$ cat src/sv/atm_pkg.sv
// ----------------------------------------------------------------------------
// atm_pkg
// shared widths, constants and types of the burst trimmed-mean block
// ----------------------------------------------------------------------------
`default_nettype none

package atm_pkg;

	// field and state widths
	localparam int SAMPLE_W = 12;
	localparam int SUM_W    = 17;
	localparam int POS_W    = 5;

	// samples in one burst
	localparam int BURST_LEN = 20;

	// largest sample code, also the reset value of the running minimum
	localparam logic [SAMPLE_W-1:0] SAMPLE_MAX = {SAMPLE_W{1'b1}};

	// result of the burst stage for the item in flight
	typedef struct packed {
		logic                done;
		logic [SAMPLE_W-1:0] average;
	} burst_res_t;

endpackage

`default_nettype wire

$ cat src/sv/atm_burst.sv
// ----------------------------------------------------------------------------
// atm_burst
// burst state (position, sum, max, min) and the trimmed average on the last
// sample of a burst
// ----------------------------------------------------------------------------
`default_nettype none

module atm_burst #(
	parameter int SETTLE_SAMPLES = 2,
	parameter int AVERAGE_SHIFT  = 4
) (
	input  wire logic                         clk,
	input  wire logic                         arst_n,
	input  wire logic                         step,
	input  wire logic [atm_pkg::SAMPLE_W-1:0] sample,
	output atm_pkg::burst_res_t               res
);

	logic [atm_pkg::POS_W-1:0]    position_q;
	logic [atm_pkg::SUM_W-1:0]    sum_q;
	logic [atm_pkg::SAMPLE_W-1:0] largest_q;
	logic [atm_pkg::SAMPLE_W-1:0] smallest_q;

	logic                         kept;
	logic                         last;
	logic [atm_pkg::SUM_W-1:0]    sum_n;
	logic [atm_pkg::SAMPLE_W-1:0] largest_n;
	logic [atm_pkg::SAMPLE_W-1:0] smallest_n;
	logic [atm_pkg::SUM_W-1:0]    extremes;
	logic [atm_pkg::SUM_W-1:0]    trimmed;
	logic [atm_pkg::SUM_W-1:0]    shifted;

	// fold the sample into the burst statistics
	always_comb begin
		kept = position_q >= atm_pkg::POS_W'(SETTLE_SAMPLES);
		last = position_q >= atm_pkg::POS_W'(atm_pkg::BURST_LEN - 1);
		sum_n      = sum_q;
		largest_n  = largest_q;
		smallest_n = smallest_q;
		if (kept) begin
			sum_n = sum_q + atm_pkg::SUM_W'(sample);
			if (sample > largest_q) begin
				largest_n = sample;
			end
			if (sample < smallest_q) begin
				smallest_n = sample;
			end
		end
	end

	// drop max and min, scale, saturate to the sample range
	always_comb begin
		extremes = atm_pkg::SUM_W'(largest_n) + atm_pkg::SUM_W'(smallest_n);
		trimmed  = (sum_n >= extremes) ? (sum_n - extremes) : '0;
		shifted  = trimmed >> AVERAGE_SHIFT;
		res.done = last;
		if (|shifted[atm_pkg::SUM_W-1:atm_pkg::SAMPLE_W]) begin
			res.average = atm_pkg::SAMPLE_MAX;
		end else begin
			res.average = shifted[atm_pkg::SAMPLE_W-1:0];
		end
	end

	// burst state, cleared after the last sample
	always_ff @(posedge clk or negedge arst_n) begin
		if (!arst_n) begin
			position_q <= '0;
			sum_q      <= '0;
			largest_q  <= '0;
			smallest_q <= atm_pkg::SAMPLE_MAX;
		end else if (step) begin
			if (last) begin
				position_q <= '0;
				sum_q      <= '0;
				largest_q  <= '0;
				smallest_q <= atm_pkg::SAMPLE_MAX;
			end else begin
				position_q <= position_q + atm_pkg::POS_W'(1);
				sum_q      <= sum_n;
				largest_q  <= largest_n;
				smallest_q <= smallest_n;
			end
		end
	end

endmodule

`default_nettype wire

$ cat src/sv/adc_burst_trimmed_mean.sv
// ----------------------------------------------------------------------------
// adc_burst_trimmed_mean
// trimmed mean over bursts of 20 converter samples
// ----------------------------------------------------------------------------
// Samples are grouped into bursts of 20. The first SETTLE_SAMPLES of each
// burst are dropped; the rest are summed while the largest and smallest are
// tracked. On the 20th sample the largest and smallest are taken off the sum,
// the difference is shifted right by AVERAGE_SHIFT, saturated to 12 bits and
// delivered as one average item; the other 19 samples give no item. The
// block takes one sample per cycle unless stalled: a sample is registered on
// acceptance, folded into the burst state by one add and two compares as it
// leaves the input register, and a finished average is registered in an
// output register. Input stalls only while an average waits unread and
// another sample is waiting in the input register.
`default_nettype none

module adc_burst_trimmed_mean #(
	parameter int SETTLE_SAMPLES = 2,
	parameter int AVERAGE_SHIFT  = 4
) (
	input  wire logic                         clk,
	input  wire logic                         arst_n,
	input  wire logic                         sample_valid,
	output logic                              sample_ready,
	input  wire logic [atm_pkg::SAMPLE_W-1:0] sample,
	output logic                              average_valid,
	input  wire logic                         average_ready,
	output logic [atm_pkg::SAMPLE_W-1:0]      average
);

	logic                         valid_s1;
	logic [atm_pkg::SAMPLE_W-1:0] sample_s1;
	logic                         move_s1;
	atm_pkg::burst_res_t          res;

	// sample moves on when the output slot is free or being emptied
	assign move_s1      = valid_s1 && (!average_valid || average_ready);
	assign sample_ready = !valid_s1 || move_s1;

	// input register
	always_ff @(posedge clk or negedge arst_n) begin
		if (!arst_n) begin
			valid_s1 <= 1'b0;
		end else if (sample_ready) begin
			valid_s1 <= sample_valid;
		end
	end

	always_ff @(posedge clk) begin
		if (sample_ready && sample_valid) begin
			sample_s1 <= sample;
		end
	end

	// burst statistics and trim
	atm_burst #(
		.SETTLE_SAMPLES(SETTLE_SAMPLES),
		.AVERAGE_SHIFT (AVERAGE_SHIFT)
	) u_burst (
		.clk   (clk),
		.arst_n(arst_n),
		.step  (move_s1),
		.sample(sample_s1),
		.res   (res)
	);

	// output register
	always_ff @(posedge clk or negedge arst_n) begin
		if (!arst_n) begin
			average_valid <= 1'b0;
		end else if (move_s1 && res.done) begin
			average_valid <= 1'b1;
		end else if (average_ready) begin
			average_valid <= 1'b0;
		end
	end

	always_ff @(posedge clk) begin
		if (move_s1 && res.done) begin
			average <= res.average;
		end
	end

	// input stalls only behind a waiting average
	assert property (@(posedge clk) disable iff (!arst_n)
		!sample_ready |-> (valid_s1 && average_valid && !average_ready))
	else $error("input stalled without a blocked average");

	// closing sample always produces an item
	assert property (@(posedge clk) disable iff (!arst_n)
		(move_s1 && res.done) |=> average_valid)
	else $error("closing sample gave no average");

	// an average appears only from a closing sample
	assert property (@(posedge clk) disable iff (!arst_n)
		$rose(average_valid) |-> $past(move_s1 && res.done))
	else $error("average without a closing sample");

endmodule

`default_nettype wire

$ cat config.mk
export PLATFORM = sky130hd
export DESIGN_NAME = adc_burst_trimmed_mean
export DESIGN_NICKNAME = d
export VERILOG_FILES = /design/src/sv/atm_pkg.sv /design/src/sv/atm_burst.sv /design/src/sv/adc_burst_trimmed_mean.sv
export SDC_FILE = /design/constraint.sdc
export NUM_CORES = 1
export LEC_CHECK = 0
export ABC_CLOCK_PERIOD_IN_PS = 8200
export BUFFER_PORTS_ARGS = -buffer_cell sky130_fd_sc_hd__buf_2
export CAP_MARGIN = 10
export CORE_UTILIZATION = 53
export CTS_CLUSTER_SIZE = 25
export DETAILED_ROUTE_END_ITERATION = 6
export MAX_ROUTING_LAYER = met4
export PLACE_DENSITY = 0.74
export SYNTH_ARGS = -nofsm -noshare
export SYNTH_HDL_FRONTEND = slang
export SYNTH_SLANG_ARGS = --single-unit
$ cat constraint.sdc
create_clock -name clk -period 8.2 [get_ports clk]
set_input_delay 0 -clock clk [delete_from_list [all_inputs] [get_ports clk]]
set_output_delay 0 -clock clk [all_outputs]
set_load 0.01 [all_outputs]
[Yosys cells after proc, flatten, opt, wreduce, memory -nomap -nowiden]
Index checks and enable logic that the tools add are counted.
Widths: inputs -> output; s select.
Word-level totals
  memories: 0
  word-level logic and storage cells: 37
  input port bits: 16
  memory bits (read-only): 0
  register bits: 72
  bits in latches: 0
  output and inout bits: 14
  RAM bits: 0
Cells by class
  equal/unequal tests: 0
  mux-type cells: 12
  div/mod/pow operators: 0
  add/sub/neg operators: 4
  reduce and logical (&&, ||, !) cells: 8
  shift-type cells: 0
  multipliers: 0
  order comparisons: 5
  bitwise gates (word level): 0
Operators by type and width (number)
  $mux 12: 6
  $mux 17: 3
  $add 17x12->17: 1
  $ge 17x17->1: 1
  $sub 17x17->17: 1
  $add 12x12->13: 1
  $gt 12x12->1: 1
  $lt 12x12->1: 1
  $add 5x1->5 const B: 1
  $ge 5x2->1 const B: 1
  $ge 5x5->1 const B: 1
  $mux 5: 1
  $logic_and 1x1->1: 3
  $logic_not 1->1: 2
  $logic_or 1x1->1: 2
  $mux 1: 2
  $reduce_bool 2->1: 1

[Logic depth before layout (Yosys ltp)]
Gate-level depths: netlist of the first run.
  depth in word-level cells: 6
  mapped depth: 29
  gate-level depth less buffers: 27

[Cells and area by module]
Synthesis of the first run repeated with hierarchy kept, for this count alone.
Second synthesis, totals
  cells, all modules: 586
  area, all modules: 5536.6 um2
By module, submodules not included
  atm_burst: times used 1, area each 4707.0 um2, seq. area each 1166.1 um2, cells each 552
  adc_burst_trimmed_mean: times used 1, area each 829.5 um2, seq. area each 770.7 um2, cells each 34

[Worst setup path before layout of the first run]
OpenSTA, ideal clock, no wires.
  path type: flip-flop to flip-flop
  start: reg u_burst.smallest_q[9] in the netlist's numbering
  end: reg average[10] in the netlist's numbering (data pin)
  data required time: 7942 ps
  slack: 2389 ps
  stages on the path, launching flop included: 29
  setup time: 258 ps
  clock period less this slack: 5811 ps
  arrival time: 5553 ps
  buffers on the path: 1
  cells stage by stage: dfstp_2 -> inv_1 -> ha_1 -> a21o_1 -> a21o_1 -> a211o_1 -> nor3_1 -> o211ai_1 -> nand2_1 -> mux2_2 -> ha_1 -> inv_1 -> fa_1 -> nor2b_1 -> o21ai_0 -> a21boi_0 -> o21ai_0 -> a21oi_1 -> o21ai_0 -> nand2b_1 -> xnor2_1 -> ha_1 -> and3_1 -> a221o_1 -> a221oi_4 -> nand3_4 -> nor3b_2 -> buf_6 -> o21ai_2
On the way
  cells in the longest elaborated chain, start to end: 6
  elaborated cells on any way between the ends: 7
  those cells by class: 2 x add/sub; 2 x order compare; 3 x mux
Ends and longest elaborated chain
  from (decl): line atm_burst.sv:22  | logic [atm_pkg::SAMPLE_W-1:0] smallest_q;
  from (signal assigned): line atm_burst.sv:70  | smallest_q <= atm_pkg::SAMPLE_MAX;
  from (signal assigned): line atm_burst.sv:76  | smallest_q <= atm_pkg::SAMPLE_MAX;
  from (signal assigned): line atm_burst.sv:81  | smallest_q <= smallest_n;
  $lt 12x12->1: line atm_burst.sv:45  | if (sample < smallest_q) begin
  $mux 12: line atm_burst.sv:45
  $mux 12 *: line atm_burst.sv:40  | if (kept) begin
  $add 12x12->13 *: line atm_burst.sv:53  | extremes = atm_pkg::SUM_W'(largest_n) + atm_pkg::SUM_W'(smallest_n);
  $sub 17x17->17 / $ge 17x17->1 (equally long branches): line atm_burst.sv:54  | trimmed = (sum_n >= extremes) ? (sum_n - extremes) : '0;
  $mux 17 *: line atm_burst.sv:54
  to (signal assigned): line adc_burst_trimmed_mean.sv:80  | average <= res.average;
  to (decl): line adc_burst_trimmed_mean.sv:28  | output logic [atm_pkg::SAMPLE_W-1:0] average
Every way passes the cells marked *; elsewhere a longest branch is shown, timed or not.
A chain may end at the register's enable or synchronous reset.

[Final worst setup path of the first run]
  start: reg u_burst.smallest_q[9] in the netlist's numbering
  end: reg average[0] in the netlist's numbering (data pin)
The elaborated chain is that of the path after synthesis.

==> flow_summary.ini, run 1 <==
[drt]
routed_wl_um = 11730
avgRoutedWirePerCell_um = 16.00
antenna_left = 0
num_vias = 4310
firstDrtPassIters = 6
drc = 0
drtIter0Drc = 242
routed_via_density = 5.880

[critical_path]
crit_fanout = 25
startpoint_type = register
slowest_stage = nor3b_2
critPathArrivalTime_ns = 7.06
end_kind = register
r2r_slack_ns = 1.21
crit_type = reg -> reg
critPathRequiredTime_ns = 8.27
critical-path-max-stage-delay_ns = 0.78

[place]
post-dp-hpwl_um = 8661
gp_congestion = 0.8545
placed_cells = 701
portBuffers = 29

[yosys]
synthCells = 547
synth-simple-area-share_pct = 12.64
syn_area_per_cell_sq_um = 9.721
synthMuxAreaShare_pct = 3.624
synth_top_family_by_area = compound AO/OA/AOI/OAI gates
syn-num-nets = 627
yosys-top-cells-area = dfrtp_1 17%, ha_1 15%, edfxtp_1 14%
ys_seq_area_share_pct = 36.42
async_reset_ff_share_pct = 66.67
synth_largest_area_cell = dfrtp_1
synth-compound-area-share_pct = 23.29
synthDistinctLibCells = 63
ys_dominant_reg_cell = dfrtp_1
synth_edf_count = 24
ys_ff_latch = 72
synth-xor-area-share_pct = 5.106
syn_area_sq_um = 5318
yosysWarnings = 0
yosysTopAreaCellShare_pct = 16.94
synthAdderAreaFrac_pct = 15.34

[layout]
final_cells = 733
drive_gt1_share_pct = 16.00
fin_util_pct = 61.81
final_nets = 675
layout_commonest_cell = ha_1
mostFrequentLayoutCells = 62 x ha_1, 56 x nand2_1, 38 x o21ai_0
syn_to_final_growth_pct = 13.08
diodes = 0

[grt]
grt_usage_pct = 25.77
antenna_found_initial = 0
grt_first_pass_wirelength_um = 19730
gr-total-overflow = 0
grt_max_degree = 49
grt_pass1_vias = 4179

[floorplan]
die_height_um = 102.2
die-area_sq_um = 10440
die_x_um = 102.2
rows = 36
initial_core_util_pct = 54.66
top_level_ports = 30
core_sq_um = 9729

[run_status]
status = finished, final reports clean

[worst_hold_path]
holdCritPathClass = in -> async

[sta]
slew_headroom_pct = 26.60
fmax_mhz = 143.0
hold_violations = 0
fin_skew_ns = 0.01304
finalCritPeriodShare_pct = 85.30
layout_min_cycle_time_ns = 6.994
rsz0062_at_grt = no
setup_viol = 0
max_slew.worst_pin.slew_ns = 1.097
setup-tns-final_ns = 0
maxSlewViolCount = 0

[clock_network]
clockBufferDepth = 2
cts_sinks = 72
cts_max_level = 3
cts_resized = 0
clkTransAtPathRegs_ns = 0.08
clock_latency_ns = 0.35
ctsHoldBuffers = 16
cts_tree = yes
cts_post_setup_buffers_inserted = 0
cts-buffers-inserted = 9
root_buffer = clkbuf_8

[job]
cap_viol_max_count = 0
## cells by family after synthesis
logic type	after synthesis
AO/OA/AOI/OAI	174
AND/OR/NAND/NOR	141
flip-flops	72
adder cells (fa/ha/maj)	64
buffers and inverters	48
XOR/XNOR	31
multiplexers	17
## final timing paths
path,startpoint,endpoint,depth (start not counted)
worst min register to register,u_burst.sum_q[16],u_burst.sum_q[16],2
max in group asynchronous,arst_n,u_burst.largest_q[0],3
worst max register to register,u_burst.smallest_q[9],average[0],28
worst min-delay path,arst_n,u_burst.sum_q[15],3
worst max-delay path,u_burst.smallest_q[9],average[0],28
min in group clk,sample[4],sample_s1[4],2
## cell type report
class | count | area, sq um
clock buffers | 12 | 156.4
clock inverters | 4 | 75.07
fillers | 822 | 3716
inverters | 33 | 123.9
multi-input cells | 427 | 3197
flip-flops and latches | 72 | 1937
well taps | 133 | 166.4
repair buffers | 52 | 357.8
## metal layers
layer  global-route usage (%)  vias up  wire length [um]  part of all wire (%)
li1                         -     2116                 -                     -
met1                    32.55     2048              5475                    47
met2                    40.58      120              5469                    47
met3                    4.583       26               481                   4.1
met4                    11.21        0               303                   2.6
met5                        -        -                 0                     0
## per-stage QoR
step / setup WS [ns] / cell area, sq um / hold slack, ns
2_1_floorplan: 2.389 / 5318 / -0.2956
5_1_grt: 0.6211 / 6013 / 0.3352
3_5_place_dp: 1.227 / 5622 / 0.1595
4_1_cts: 1.211 / 6013 / 0.3014
3_3_place_gp: 1.517 / 5622 / 0.1503
6_report: 1.206 / 6013 / 0.2801
## critical path, delay by kind of cell (launching register included)
| kind | cells | cell delay [ns] |
|---|---|---|
| and+or+nand+nor | 7 | 1.53 |
| adders and majority gates | 4 | 1.03 |
| xor gates and xnor gates | 1 | 0.15 |
| AOI/OAI and AO/OA | 12 | 2.74 |
| buffers and inverters | 3 | 0.34 |
| muxes | 1 | 0.37 |
| DFF | 1 | 0.53 |
## synth_stat cells, types with 2 or more instances
library cell and number:
edfxtp_1 24, a21oi_1 30, and3_1 2, dfrtp_1 36, nand2b_1 7, o21ai_2 8, o31ai_1 4, nand3_1 8
ha_1 62, xor2_1 13, mux2i_1 2, o22a_1 12, nor4_1 2, o21ai_0 38, dfstp_2 12, clkbuf_1 12
o31a_1 2, a22o_1 22, o21ai_1 3, o211ai_1 3, buf_2 2, a211oi_2 2, inv_1 33, nor2_1 30
a41oi_1 3, a21o_1 20, o21bai_1 4, and2_1 4, nor2b_1 4, nand2_1 56, fa_1 2, or2_2 4
a31oi_1 2, nand4_1 5, o21a_1 2, mux2_2 14, xnor2_1 18, a211oi_1 6, nor3_1 10
## registers in the layout, summed over array words and instances, names as in the netlist
| register | count |
|---|---|
| u_burst.sum_q | 17 |
| average | 12 |
| sample_s1 | 12 |
| u_burst.largest_q | 12 |
| u_burst.smallest_q | 12 |
| u_burst.position_q | 5 |
| average_valid | 1 |
| valid_s1 | 1 |
Power of run 1 is not shown: default switching activity piles up to over one toggle a cycle in this logic, so the estimate is an artifact.
==> inputs of run 2 (changes only) <==
Settings changed: CTS_BUF_LIST set to sky130_fd_sc_hd__clkbuf_4 sky130_fd_sc_hd__clkbuf_8 sky130_fd_sc_hd__clkbuf_16.
==> run 2 against run 1 <==
Fmax is essentially flat; worst hold slack is essentially flat; largest cell class unchanged; global-route usage shrank 0.091 points; register-to-register slack is essentially flat; cell count is the same; sequential share of layout area is essentially flat; sequential cell count is the same; clock skew grew 0.0016 ns; count of clock-buffer cells in the layout is the same; utilization grew 0.077 points; via count shrank 0.56%.
==> flow_summary.ini, run 2 (same netlist as run 1, synthesis figures left out) <==
[run_status]
status = finished, final reports clean

[sta]
fmax_mhz = 142.9
setup_viol = 0
max_slew.worst_pin.slew_ns = 1.078
setup-tns-final_ns = 0
fin_skew_ns = 0.01462
rsz0062_at_grt = no
slew_headroom_pct = 27.87
finalCritPeriodShare_pct = 85.34
layout_min_cycle_time_ns = 6.998
maxSlewViolCount = 0
hold_violations = 0

[floorplan]
die_x_um = 102.2
rows = 36
die-area_sq_um = 10440
top_level_ports = 30
core_sq_um = 9729
die_height_um = 102.2
initial_core_util_pct = 54.66

[layout]
final_nets = 675
mostFrequentLayoutCells = 62 x ha_1, 56 x nand2_1, 38 x o21ai_0
diodes = 0
largest_reg_flops = 17
layout_commonest_cell = ha_1
syn_to_final_growth_pct = 13.22
drive_gt1_share_pct = 16.33
top_register = u_burst.sum_q

[grt]
gr-total-overflow = 0
grt_usage_pct = 25.68
grt_pass1_vias = 4163
grt_max_degree = 49
grt_first_pass_wirelength_um = 19650
antenna_found_initial = 0

[place]
gp_congestion = 0.8545
post-dp-hpwl_um = 8661
portBuffers = 29

[critical_path]
crit_type = reg -> reg
r2r-end = average[0]
r2r_slack_ns = 1.20
ff2ff_path_depth = 28
reg2reg_from = u_burst.smallest_q[9]
slowest_stage = nor3b_2
end_kind = register
critPathRequiredTime_ns = 8.27
critical-path-max-stage-delay_ns = 0.78
critPathArrivalTime_ns = 7.07
startpoint_type = register
crit_fanout = 25

[clock_network]
clkTransAtPathRegs_ns = 0.08
root_buffer = clkbuf_8
clock_latency_ns = 0.36
cts-buffers-inserted = 9
cts_post_setup_buffers_inserted = 0
cts_resized = 0
cts_max_level = 3
cts_sinks = 72
cts_tree = yes
clockBufferDepth = 2

[drt]
drtIter0Drc = 259
routed_wl_um = 11710
routed_via_density = 5.847
num_vias = 4286
antenna_left = 0
avgRoutedWirePerCell_um = 15.98
drc = 0
firstDrtPassIters = 5

[worst_hold_path]
holdCritPathClass = in -> async

[job]
cap_viol_max_count = 0
## run 2: layout make-up
| type | count | area, sq um |
|---|---|---|
| fill | 818 | 3709 |
| multi-input combinational | 427 | 3197 |
| timing repair buffer | 52 | 357.8 |
| clock buffer | 12 | 163.9 |
| tap | 133 | 166.4 |
| inverter | 33 | 123.9 |
| sequential | 72 | 1937 |
| clock inverter | 4 | 75.07 |
## run 2: how the worst max path moves through the flow
stage / cells past startpoint / from / slack, ns / end
after floorplan: 28 / u_burst.smallest_q[9] / 2.39 / average[10]
after global placement: 28 / u_burst.smallest_q[9] / 1.52 / average[0]
after detailed placement: 28 / u_burst.smallest_q[9] / 1.23 / average[0]
after CTS: 28 / u_burst.smallest_q[9] / 1.21 / average[0]
after global routing: 28 / u_burst.smallest_q[9] / 0.62 / average[0]
final: 28 / u_burst.smallest_q[9] / 1.20 / average[0]
## run 2: per-stage QoR
stage	util, %	hold WS [ns]	instances	cell area, sq um	setup slack [ns]
global placement	57.78	0.1503	701	5622	1.517
detailed placement	57.78	0.1595	701	5622	1.227
global route	61.88	0.3369	733	6021	0.6211
CTS	61.88	0.3014	733	6021	1.211
finish	61.88	0.2797	733	6021	1.202
floorplan	-	-0.2956	547	5318	2.389
## run 2: what timing repair did
action	in CTS	in global routing
setup endpoints to repair	0	0
hold buffers	16	0
hold endpoints to repair	50	0
## run 2: critical path: cells and delay by family, from the launching register on
kind            cells  cell delay, ns
compound gates     12            2.75
simple gates        7            1.53
fa+ha+maj           4            1.03
flops               1            0.53
mux                 1            0.37
buf+inv             3            0.35
xor+xnor            1            0.16
## run 2: routing by layer
| layer | GRT usage (%) | share of wire (%) | vias up | routed length (um) |
|---|---|---|---|---|
| met5 | - | 0 | - | 0 |
| met4 | 11.21 | 2.0 | 0 | 240 |
| met3 | 4.583 | 4.1 | 21 | 483 |
| met2 | 40.42 | 47 | 106 | 5494 |
| met1 | 32.42 | 47 | 2044 | 5494 |
| li1 | - | - | 2115 | - |
Power of run 2 is left out for the same reason.
